==> src/rtl/sketch_pair_canonical_filter_unit_defines.svh <==
// Assertion helpers shared by the filter unit modules.
// Each expects clk and rst_n in the scope where it is used.
`ifndef SKETCH_PAIR_CANONICAL_FILTER_UNIT_DEFINES_SVH
`define SKETCH_PAIR_CANONICAL_FILTER_UNIT_DEFINES_SVH

// same-cycle implication
`define SPCF_ASSERT_SAME(lbl, ante, cons, msg) \
  lbl: assert property (@(posedge clk) disable iff (!rst_n) (ante) |-> (cons)) \
    else $error(msg);

// next-cycle implication
`define SPCF_ASSERT_NEXT(lbl, ante, cons, msg) \
  lbl: assert property (@(posedge clk) disable iff (!rst_n) (ante) |=> (cons)) \
    else $error(msg);

`endif

==> src/rtl/spcf_pkg.sv <==
package spcf_pkg;

  localparam int WORD_W         = 32;
  localparam int MAX_BLOCKS     = 32;
  localparam int BLK_IDX_W      = 5;
  localparam int DIST_W         = 6;
  localparam int THR_W          = 5;
  localparam int NBLK_W         = 6;
  localparam int CFG_IDX_W      = 2;
  localparam int DEF_CHUNK_BITS = 32;
  localparam int DEF_QUEUE_DEPTH = 2;

  localparam logic [CFG_IDX_W-1:0] CFG_HAM_THRESHOLD = 2'd0;
  localparam logic [CFG_IDX_W-1:0] CFG_NUM_BLOCKS    = 2'd1;
  localparam logic [CFG_IDX_W-1:0] CFG_CHOSEN_BLOCKS = 2'd2;

  localparam logic [THR_W-1:0]      RST_HAM_THRESHOLD = 5'd1;
  localparam logic [NBLK_W-1:0]     RST_NUM_BLOCKS    = 6'd4;
  localparam logic [MAX_BLOCKS-1:0] RST_CHOSEN_BLOCKS = 32'd7;

  typedef enum logic [1:0] {
    REASON_PASS     = 2'd0,
    REASON_BLOCK_EQ = 2'd1,
    REASON_OVER     = 2'd2,
    REASON_NEAR     = 2'd3
  } reason_t;

  // classified verdict waiting between front and back
  typedef struct packed {
    logic              blk_eq;
    logic              over;
    logic              near_prev;
    logic [DIST_W-1:0] hdist;
  } spcf_entry_t;

  // block map and threshold handed from the setup sweep to the front
  typedef struct packed {
    logic                                busy;
    logic [THR_W-1:0]                    thr;
    logic [MAX_BLOCKS-1:0]               test_en;
    logic [MAX_BLOCKS-1:0][WORD_W-1:0]   mask;
  } spcf_map_t;

  function automatic logic [DIST_W-1:0] popcount(logic [WORD_W-1:0] w);
    logic [DIST_W-1:0] c;
    c = '0;
    for (int i = 0; i < WORD_W; i++) begin
      c = c + DIST_W'(w[i]);
    end
    return c;
  endfunction

  function automatic logic [WORD_W-1:0] chunk_mask(int cb);
    logic [WORD_W-1:0] m;
    for (int i = 0; i < WORD_W; i++) begin
      m[i] = (i < cb);
    end
    return m;
  endfunction

endpackage

==> src/rtl/sketch_pair_canonical_filter_unit.sv <==
// Sketch pair canonical filter.
// Input channel: push a beat carrying the same chunk of both sketches
// (in_word_a, in_word_b) and in_is_current; a beat is taken when in_push is
// high and in_full is low. Earlier chunks give no result; the current chunk
// closes the pair and gives one verdict beat (out_accept, out_reject_reason,
// out_chunk_distance), read while out_empty is low and taken with out_pop.
// Configuration: cfg_valid/cfg_ready write threshold, block count or chosen
// block mask at cfg_index; cfg_ready is always high.
// Throughput: one input beat per cycle while in_full is low. A verdict is
// written to the verdict queue, then to the output register to be popped.
// After reset and after every configuration write a block map sweep runs
// over every bit position, one bit position per cycle; in_full stays high meanwhile.
// Reset restores register defaults and clears the near flag and queues.
// If the receiver stalls, verdicts collect in the verdict queue and the
// output register; in_full rises once both are occupied.
module sketch_pair_canonical_filter_unit import spcf_pkg::*; #(
  parameter int CHUNK_BITS  = DEF_CHUNK_BITS,
  parameter int QUEUE_DEPTH = DEF_QUEUE_DEPTH
) (
  input  logic                 clk,
  input  logic                 rst_n,
  input  logic                 in_push,
  output logic                 in_full,
  input  logic [WORD_W-1:0]    in_word_a,
  input  logic [WORD_W-1:0]    in_word_b,
  input  logic                 in_is_current,
  output logic                 out_empty,
  input  logic                 out_pop,
  output logic                 out_accept,
  output logic [1:0]           out_reject_reason,
  output logic [DIST_W-1:0]    out_chunk_distance,
  input  logic                 cfg_valid,
  output logic                 cfg_ready,
  input  logic [CFG_IDX_W-1:0] cfg_index,
  input  logic [WORD_W-1:0]    cfg_data
);

  spcf_map_t   map;
  logic        q_full;
  logic        q_wr_en;
  spcf_entry_t q_wr_data;
  logic        q_rd_en;
  spcf_entry_t q_rd_data;
  logic        q_empty;

  spcf_map #(
    .CHUNK_BITS(CHUNK_BITS)
  ) u_map (
    .clk       (clk),
    .rst_n     (rst_n),
    .cfg_valid (cfg_valid),
    .cfg_ready (cfg_ready),
    .cfg_index (cfg_index),
    .cfg_data  (cfg_data),
    .map_o     (map)
  );

  spcf_front #(
    .CHUNK_BITS(CHUNK_BITS)
  ) u_front (
    .clk           (clk),
    .rst_n         (rst_n),
    .map_i         (map),
    .in_push       (in_push),
    .in_full       (in_full),
    .in_word_a     (in_word_a),
    .in_word_b     (in_word_b),
    .in_is_current (in_is_current),
    .q_full        (q_full),
    .q_wr_en       (q_wr_en),
    .q_wr_data     (q_wr_data)
  );

  spcf_queue #(
    .DEPTH(QUEUE_DEPTH)
  ) u_queue (
    .clk       (clk),
    .rst_n     (rst_n),
    .q_wr_en   (q_wr_en),
    .q_wr_data (q_wr_data),
    .q_full    (q_full),
    .q_rd_en   (q_rd_en),
    .q_rd_data (q_rd_data),
    .q_empty   (q_empty)
  );

  spcf_back u_back (
    .clk                (clk),
    .rst_n              (rst_n),
    .q_empty            (q_empty),
    .q_rd_en            (q_rd_en),
    .q_rd_data          (q_rd_data),
    .out_empty          (out_empty),
    .out_pop            (out_pop),
    .out_accept         (out_accept),
    .out_reject_reason  (out_reject_reason),
    .out_chunk_distance (out_chunk_distance)
  );

endmodule

==> src/rtl/spcf_map.sv <==
`include "sketch_pair_canonical_filter_unit_defines.svh"

module spcf_map import spcf_pkg::*; #(
  parameter int CHUNK_BITS = DEF_CHUNK_BITS
) (
  input  logic                 clk,
  input  logic                 rst_n,
  input  logic                 cfg_valid,
  output logic                 cfg_ready,
  input  logic [CFG_IDX_W-1:0] cfg_index,
  input  logic [WORD_W-1:0]    cfg_data,
  output spcf_map_t            map_o
);

  // bit b sits in block floor(b*n/CHUNK_BITS); division by reciprocal
  localparam int X_W     = $clog2(WORD_W * MAX_BLOCKS);
  localparam int SHIFT   = X_W + $clog2(CHUNK_BITS);
  localparam int RECIP_W = SHIFT + 1;
  localparam logic [RECIP_W-1:0] RECIP =
    RECIP_W'(((1 << SHIFT) + CHUNK_BITS - 1) / CHUNK_BITS);
  localparam int PROD_W  = X_W + RECIP_W;

  logic [THR_W-1:0]      thr_r, thr_nxt;
  logic [NBLK_W-1:0]     nblk_r, nblk_nxt;
  logic [MAX_BLOCKS-1:0] chosen_r, chosen_nxt;
  logic                  busy_r, busy_nxt;
  logic [BLK_IDX_W-1:0]  idx_r, idx_nxt;
  logic [X_W-1:0]        x_r, x_nxt;
  logic                  seen_r, seen_nxt;
  logic [MAX_BLOCKS-1:0] test_en_r, test_en_nxt;
  logic [MAX_BLOCKS-1:0][WORD_W-1:0] mask_r, mask_nxt;

  logic [NBLK_W-1:0]    n_eff;
  logic [BLK_IDX_W-1:0] sweep_blk;
  logic [PROD_W-1:0]    prod;
  logic [BLK_IDX_W-1:0] col_blk;
  logic                 bit_in_chunk;
  logic                 chosen_here;
  logic                 cfg_wr;

  assign cfg_ready = 1'b1;
  assign cfg_wr    = cfg_valid && cfg_ready;

  always_comb begin
    n_eff = nblk_r;
    if (nblk_r == '0) begin
      n_eff = NBLK_W'(1);
    end else if (nblk_r > NBLK_W'(MAX_BLOCKS)) begin
      n_eff = NBLK_W'(MAX_BLOCKS);
    end
    sweep_blk    = ~idx_r;  // chosen bits scanned from the top down
    prod         = PROD_W'(x_r) * PROD_W'(RECIP);
    col_blk      = prod[SHIFT +: BLK_IDX_W];
    bit_in_chunk = 32'(idx_r) < CHUNK_BITS;
    chosen_here  = chosen_r[sweep_blk] && ({1'b0, sweep_blk} < n_eff);
  end

  always_comb begin
    thr_nxt     = thr_r;
    nblk_nxt    = nblk_r;
    chosen_nxt  = chosen_r;
    busy_nxt    = busy_r;
    idx_nxt     = idx_r;
    x_nxt       = x_r;
    seen_nxt    = seen_r;
    test_en_nxt = test_en_r;
    mask_nxt    = mask_r;
    if (cfg_wr) begin
      unique case (cfg_index)
        CFG_HAM_THRESHOLD: thr_nxt    = cfg_data[THR_W-1:0];
        CFG_NUM_BLOCKS:    nblk_nxt   = cfg_data[NBLK_W-1:0];
        CFG_CHOSEN_BLOCKS: chosen_nxt = cfg_data[MAX_BLOCKS-1:0];
        default: ;
      endcase
      busy_nxt = 1'b1;
      idx_nxt  = '0;
      x_nxt    = '0;
      seen_nxt = 1'b0;
    end else if (busy_r) begin
      // one mask column and one test enable per cycle
      for (int j = 0; j < MAX_BLOCKS; j++) begin
        mask_nxt[j][idx_r] = bit_in_chunk && (col_blk == BLK_IDX_W'(j));
      end
      test_en_nxt[sweep_blk] = !chosen_here && seen_r;
      seen_nxt = seen_r || chosen_here;
      x_nxt    = x_r + X_W'(n_eff);
      idx_nxt  = idx_r + 1'b1;
      if (idx_r == BLK_IDX_W'(MAX_BLOCKS - 1)) begin
        busy_nxt = 1'b0;
      end
    end
  end

  always_ff @(posedge clk) begin
    if (!rst_n) begin
      thr_r    <= RST_HAM_THRESHOLD;
      nblk_r   <= RST_NUM_BLOCKS;
      chosen_r <= RST_CHOSEN_BLOCKS;
      busy_r   <= 1'b1;
      idx_r    <= '0;
      x_r      <= '0;
      seen_r   <= 1'b0;
    end else begin
      thr_r    <= thr_nxt;
      nblk_r   <= nblk_nxt;
      chosen_r <= chosen_nxt;
      busy_r   <= busy_nxt;
      idx_r    <= idx_nxt;
      x_r      <= x_nxt;
      seen_r   <= seen_nxt;
    end
  end

  always_ff @(posedge clk) begin
    test_en_r <= test_en_nxt;
    mask_r    <= mask_nxt;
  end

  assign map_o.busy    = busy_r;
  assign map_o.thr     = thr_r;
  assign map_o.test_en = test_en_r;
  assign map_o.mask    = mask_r;

  `SPCF_ASSERT_NEXT(a_cfg_restarts_sweep, cfg_wr, busy_r && (idx_r == '0) && (x_r == '0),
    "config write did not restart block map sweep")

endmodule

==> src/rtl/spcf_front.sv <==
module spcf_front import spcf_pkg::*; #(
  parameter int CHUNK_BITS = DEF_CHUNK_BITS
) (
  input  logic              clk,
  input  logic              rst_n,
  input  spcf_map_t         map_i,
  input  logic              in_push,
  output logic              in_full,
  input  logic [WORD_W-1:0] in_word_a,
  input  logic [WORD_W-1:0] in_word_b,
  input  logic              in_is_current,
  input  logic              q_full,
  output logic              q_wr_en,
  output spcf_entry_t       q_wr_data
);

  localparam logic [WORD_W-1:0] CHUNK_MASK = chunk_mask(CHUNK_BITS);

  logic                  near_r, near_nxt;
  logic                  take;
  logic [WORD_W-1:0]     diff;
  logic [DIST_W-1:0]     hdist;
  logic                  near;
  logic [MAX_BLOCKS-1:0] zero_vec;
  logic                  blk_eq;

  assign in_full = map_i.busy || q_full;
  assign take    = in_push && !in_full;

  always_comb begin
    diff  = (in_word_a ^ in_word_b) & CHUNK_MASK;
    hdist = popcount(diff);
    near  = hdist <= {1'b0, map_i.thr};
    for (int j = 0; j < MAX_BLOCKS; j++) begin
      zero_vec[j] = ~|(diff & map_i.mask[j]);
    end
    blk_eq = |(zero_vec & map_i.test_en);
  end

  always_comb begin
    near_nxt = near_r;
    if (take) begin
      if (in_is_current) begin
        near_nxt = 1'b0;
      end else if (near) begin
        near_nxt = 1'b1;
      end
    end
  end

  always_ff @(posedge clk) begin
    if (!rst_n) begin
      near_r <= 1'b0;
    end else begin
      near_r <= near_nxt;
    end
  end

  assign q_wr_en             = take && in_is_current;
  assign q_wr_data.blk_eq    = blk_eq;
  assign q_wr_data.over      = !near;
  assign q_wr_data.near_prev = near_r;
  assign q_wr_data.hdist     = hdist;

endmodule

==> src/rtl/spcf_queue.sv <==
`include "sketch_pair_canonical_filter_unit_defines.svh"

module spcf_queue import spcf_pkg::*; #(
  parameter int DEPTH = DEF_QUEUE_DEPTH
) (
  input  logic        clk,
  input  logic        rst_n,
  input  logic        q_wr_en,
  input  spcf_entry_t q_wr_data,
  output logic        q_full,
  input  logic        q_rd_en,
  output spcf_entry_t q_rd_data,
  output logic        q_empty
);

  localparam int PTR_W = (DEPTH > 1) ? $clog2(DEPTH) : 1;
  localparam int CNT_W = $clog2(DEPTH + 1);

  spcf_entry_t        slot_r [DEPTH];
  logic [PTR_W-1:0]   wr_ptr_r, wr_ptr_nxt;
  logic [PTR_W-1:0]   rd_ptr_r, rd_ptr_nxt;
  logic [CNT_W-1:0]   count_r, count_nxt;

  assign q_full    = count_r == CNT_W'(DEPTH);
  assign q_empty   = count_r == '0;
  assign q_rd_data = slot_r[rd_ptr_r];

  always_comb begin
    wr_ptr_nxt = wr_ptr_r;
    rd_ptr_nxt = rd_ptr_r;
    count_nxt  = count_r;
    if (q_wr_en) begin
      wr_ptr_nxt = (wr_ptr_r == PTR_W'(DEPTH - 1)) ? '0 : wr_ptr_r + 1'b1;
    end
    if (q_rd_en) begin
      rd_ptr_nxt = (rd_ptr_r == PTR_W'(DEPTH - 1)) ? '0 : rd_ptr_r + 1'b1;
    end
    case ({q_wr_en, q_rd_en})
      2'b10:   count_nxt = count_r + 1'b1;
      2'b01:   count_nxt = count_r - 1'b1;
      default: count_nxt = count_r;
    endcase
  end

  always_ff @(posedge clk) begin
    if (!rst_n) begin
      wr_ptr_r <= '0;
      rd_ptr_r <= '0;
      count_r  <= '0;
    end else begin
      wr_ptr_r <= wr_ptr_nxt;
      rd_ptr_r <= rd_ptr_nxt;
      count_r  <= count_nxt;
    end
  end

  always_ff @(posedge clk) begin
    if (q_wr_en) begin
      slot_r[wr_ptr_r] <= q_wr_data;
    end
  end

  `SPCF_ASSERT_SAME(a_no_overflow, q_wr_en, !q_full,
    "verdict queue written while full")
  `SPCF_ASSERT_SAME(a_no_underflow, q_rd_en, !q_empty,
    "verdict queue read while empty")
  `SPCF_ASSERT_NEXT(a_count_up, q_wr_en && !q_rd_en, count_r == $past(count_r) + 1'b1,
    "verdict queue count did not follow a lone write")

endmodule

==> src/rtl/spcf_back.sv <==
`include "sketch_pair_canonical_filter_unit_defines.svh"

module spcf_back import spcf_pkg::*; (
  input  logic              clk,
  input  logic              rst_n,
  input  logic              q_empty,
  output logic              q_rd_en,
  input  spcf_entry_t       q_rd_data,
  output logic              out_empty,
  input  logic              out_pop,
  output logic              out_accept,
  output logic [1:0]        out_reject_reason,
  output logic [DIST_W-1:0] out_chunk_distance
);

  logic              valid_r, valid_nxt;
  logic              accept_r;
  logic [1:0]        reason_r;
  logic [DIST_W-1:0] dist_r;
  reason_t           reason;
  logic              load;

  assign load    = !q_empty && (!valid_r || out_pop);
  assign q_rd_en = load;

  // first failing test wins
  always_comb begin
    if (q_rd_data.blk_eq) begin
      reason = REASON_BLOCK_EQ;
    end else if (q_rd_data.over) begin
      reason = REASON_OVER;
    end else if (q_rd_data.near_prev) begin
      reason = REASON_NEAR;
    end else begin
      reason = REASON_PASS;
    end
  end

  always_comb begin
    valid_nxt = valid_r;
    if (load) begin
      valid_nxt = 1'b1;
    end else if (out_pop) begin
      valid_nxt = 1'b0;
    end
  end

  always_ff @(posedge clk) begin
    if (!rst_n) begin
      valid_r <= 1'b0;
    end else begin
      valid_r <= valid_nxt;
    end
  end

  always_ff @(posedge clk) begin
    if (load) begin
      accept_r <= reason == REASON_PASS;
      reason_r <= reason;
      dist_r   <= q_rd_data.hdist;
    end
  end

  assign out_empty          = !valid_r;
  assign out_accept         = accept_r;
  assign out_reject_reason  = reason_r;
  assign out_chunk_distance = dist_r;

  `SPCF_ASSERT_NEXT(a_fill_output, !q_empty && !valid_r, valid_r,
    "output register not filled from waiting verdict")

endmodule

==> config.mk <==
export PLATFORM = sky130hd
export DESIGN_NAME = sketch_pair_canonical_filter_unit
export DESIGN_NICKNAME = d
export VERILOG_FILES = /design/src/rtl/spcf_pkg.sv /design/src/rtl/sketch_pair_canonical_filter_unit.sv /design/src/rtl/spcf_map.sv /design/src/rtl/spcf_front.sv /design/src/rtl/spcf_queue.sv /design/src/rtl/spcf_back.sv
export VERILOG_INCLUDE_DIRS = /design/src /design/src/rtl
export SDC_FILE = /design/constraint.sdc
export NUM_CORES = 1
export LEC_CHECK = 0
export BUFFER_PORTS_ARGS = -buffer_cell sky130_fd_sc_hd__clkbuf_2
export CORE_ASPECT_RATIO = 0.6
export CORE_MARGIN = 2
export CORE_UTILIZATION = 34
export DETAILED_ROUTE_END_ITERATION = 7
export GPL_ROUTABILITY_DRIVEN = 0
export GPL_TIMING_DRIVEN = 0
export MAX_ROUTING_LAYER = met4
export PLACE_DENSITY_LB_ADDON = 0.08
export SLEW_MARGIN = 40
export SYNTH_ARGS = -nofsm -noshare
export SYNTH_HDL_FRONTEND = slang
export SYNTH_HIERARCHICAL = 1
export SYNTH_SLANG_ARGS = --single-unit
==> constraint.sdc <==
create_clock -name clk -period 9.4 [get_ports clk]
set_clock_uncertainty 0.15 [all_clocks]
set_input_delay 0.47 -clock clk [delete_from_list [all_inputs] [get_ports clk]]
set_output_delay 0.47 -clock clk [all_outputs]
set_load 0.01 [all_outputs]
==> impl_metrics.json <==
{
  "status": "complete, no violations",
  "worstSetupStartpointType": "input port",
  "met2_usage_pct": 40.87,
  "netlist_area_um2": 43690,
  "cp_max_fo": 11,
  "overflow": 0,
  "period_minus_slack_ns": 7.880,
  "ys.flop_type": "edfxtp_1",
  "met1_usage_pct": 45.20,
  "crit-reg2reg-launch": "u_map/busy_r",
  "synth.most_common_cell": "edfxtp_1",
  "yosysWarnings": 6,
  "insertion_delay_ns": 0.73,
  "multi_input_area_um2": 9366,
  "synthCells": 2444,
  "drv_slew": 0,
  "vias": 28600,
  "synth_top_area_share_pct": 74.44,
  "syn_avg_cell_area_um2": 17.87,
  "path_clk_slew_ns": 0.06,
  "port_buffers": 114,
  "drc": 0,
  "cts_tree": "yes",
  "min_path_cells": 3,
  "initial_core_util_pct": 34.40,
  "clockRootBuffer": "clkbuf_16",
  "fmax_mhz": 126.9,
  "hold_ws_ns": 0.02537,
  "areaGrowthSynthToFinish_pct": 23.63,
  "top_usage_layer": "met1",
  "tightest_slew_ns": 0.9208,
  "crit_start": "in_word_b[21]",
  "hpwl_um": 134800,
  "r2r_cells": 8,
  "numCtsBuffers": 105,
  "use_met3_pct": 9.424,
  "wl_per_cell_um": 42.31,
  "endpoint_kind": "flip-flop",
  "synth_area_leaders": "edfxtp_1 (74%), a221oi_1 (3.1%), a22o_1 (3.1%)",
  "drtIter0Drc": 5491,
  "maxCapViolCount": 0,
  "hold_viol_final": 0,
  "wl_um": 196300,
  "antenna_found_initial": 25,
  "reg2reg_to": "u_map/map_o[746]",
  "final.setup.tns_ns": 0,
  "power_density_nw_per_um2": 229.7,
  "route.antenna.remaining_nets": 0,
  "synthTopCellsByCount": "edfxtp_1 (1083), a221oi_1 (155), a22o_1 (154)",
  "final_nets": 3006,
  "synth-edff-count": 1083,
  "ys_seq_elements": 1150,
  "ys_seq_area_share_pct": 77.51,
  "die_area_um2": 131500,
  "vias_per_cell": 6.166,
  "dr.pass1.iters": 6,
  "slew-limit-headroom_pct": 38.56,
  "hold_path.class": "input port to flip-flop",
  "synth_cell_types": 59,
  "worstSetupPathType": "input port to flip-flop",
  "layoutNonFillerInstCount": 4639,
  "synth_nets": 2601,
  "rsz0062_at_grt": "no",
  "endpoint": "u_front/near_r",
  "regArea_um2": 33860,
  "ir_drop_v": 0.0003097,
  "critical_path_arrival_ns": 8.38,
  "place_area_um2": 50300,
  "cts.sinks": 1150,
  "ioPinCount": 116,
  "grt_pass1_wl_um": 254500,
  "layout-drive-gt1-share_pct": 21.91,
  "ys_async_sr_fraction_pct": 0,
  "critPathRequiredTime_ns": 9.90,
  "track_usage_pct": 30.58,
  "fin_area_um2": 54010,
  "place_inst": 4405,
  "ff2ff_setup_slack_ns": 5.88,
  "die_h_um": 281.7,
  "htreeDepth": 3,
  "core_um2": 127000,
  "finalCritPeriodShare_pct": 83.83,
  "grt_max_degree": 33,
  "grt_pass1_vias": 26020,
  "cts.path.max_buffers": 3,
  "synth_top_area_cell": "edfxtp_1",
  "setup_viol": 0,
  "p_leak_nw": 18.76,
  "fillers": 11150,
  "cts-resized-gates": 0,
  "num_rows": 101,
  "die_x_um": 466.8,
  "postCtsSetupRepairBufs": 0
}
==> layout by cell type (no fill, tap or decap), types with 21 or more instances in the layout <==
master         netlist  routed
buf_16               0      80
fa_1                25      25
inv_1               54      54
clkbuf_16            0     108
dlygate4sd3_1        0      36
nor2_1              86      21
mux2i_1             34      34
buf_6               48      50
a221oi_1           155     155
a21boi_0            29      29
ha_1                28      28
clkbuf_2             0     117
clkbuf_1            20      53
edfxtp_1          1083    1083
nand4_1             99      99
nor2_4               0      64
buf_2               34      34
a22oi_1            140     140
nand2_1            110     109
nor3_1              33      25
a222oi_1            32      32
a22o_1             154     154
buf_8                1      65
buf_4               27      28
dfxtp_1             67      67
==> power breakdown <==
part           internal, W  total, W  switching (W)
clock network      0.00233   0.00428        0.00196
registers          0.00571   0.00572      0.0000141
logic             0.000834   0.00240        0.00157
==> area by class of cell <==
class,count,area share (%)
repair buffers,298,7.673
multi-input cells,1109,17.34
clock buffers,144,5.254
flip-flops and latches,1150,62.70
inverters,54,0.3753
clock inverters,49,0.8224
diodes,5,0.02317
well taps,1699,3.936
plain buffers,131,1.872
==> critical path: stages <==
cell and delay (ns):
clkbuf_2 0.10, xor2_2 0.63, buf_4 0.61, buf_6 0.37
fa_1 0.46, inv_1 0.08, fa_1 0.43, fa_1 0.52
inv_1 0.06, fa_1 0.53, inv_1 0.05, fa_1 0.47
inv_1 0.04, fa_1 0.46, ha_1 0.24, fa_1 0.64
ha_1 0.27, nor2b_1 0.14, o21a_1 0.16, o21a_1 0.16
o21ai_0 0.16, nand2b_1 0.07, a21oi_1 0.29, a31oi_1 0.13
nor3b_1 0.21, dlygate4sd3_1 0.57
==> flip-flops by register name (all words and copies together), names as in the netlist, 2 cells and up, named ones only <==
| name | cells |
|---|---|
| u_map/chosen_r | 32 |
| u_back/out_chunk_distance | 6 |
| u_map/idx_r | 5 |
| u_map/thr_r | 5 |
| u_back/out_reject_reason | 2 |
| u_queue/slot_r | 18 |
| u_map/x_r | 10 |
| u_queue/count_r | 2 |
| u_map/map_o | 1024 |
| u_map/nblk_r | 6 |
| u_map/test_en_r | 32 |
==> worst min-delay path by stage <==
stage,end,from,slack (ns)
floorplan,u_map/seen_r,u_map/seen_r,0.28
global placement,u_map/seen_r,u_map/seen_r,0.28
detailed placement,u_map/chosen_r[26],u_map/chosen_r[26],0.31
CTS,u_map/busy_r,cfg_valid,0.01
global route,u_map/busy_r,cfg_valid,0.05
finish,u_map/busy_r,cfg_valid,0.03
==> per-stage QoR <==
step | power, W | setup slack, ns | util [%]
floorplan | 0.007207 | 3.018 | -
global placement | 0.008147 | 1.172 | 36.52
detailed placement | 0.008212 | 1.395 | 39.61
CTS | 0.01242 | 1.594 | 42.48
global route | 0.01285 | 1.281 | 42.52
finish | 0.01241 | 1.520 | 42.52
==> kinds of logic (layout without fill, tap and decap cells) <==
family,Yosys count,after routing,share of synthesized area [%]
other cells,1,6,0.008584
buf+inv,185,676,2.770
fa+ha+maj,53,53,1.948
compound gates,556,556,10.57
mux,44,44,1.037
xor+xnor,44,44,1.432
flops,1150,1150,77.51
simple gates,411,411,4.717
==> metal layers <==
layer	part of all wire, %	vias up
met4	2.3	0
li1	-	10880
met5	0	-
met3	14	236
met2	40	2122
met1	43	15370
==> repair_timing <==
action,CTS,global route
endpoints found under the hold margin,48,0
hold buffers,36,0
endpoints found under the setup margin,0,0
(Power assumes the default switching activity.)
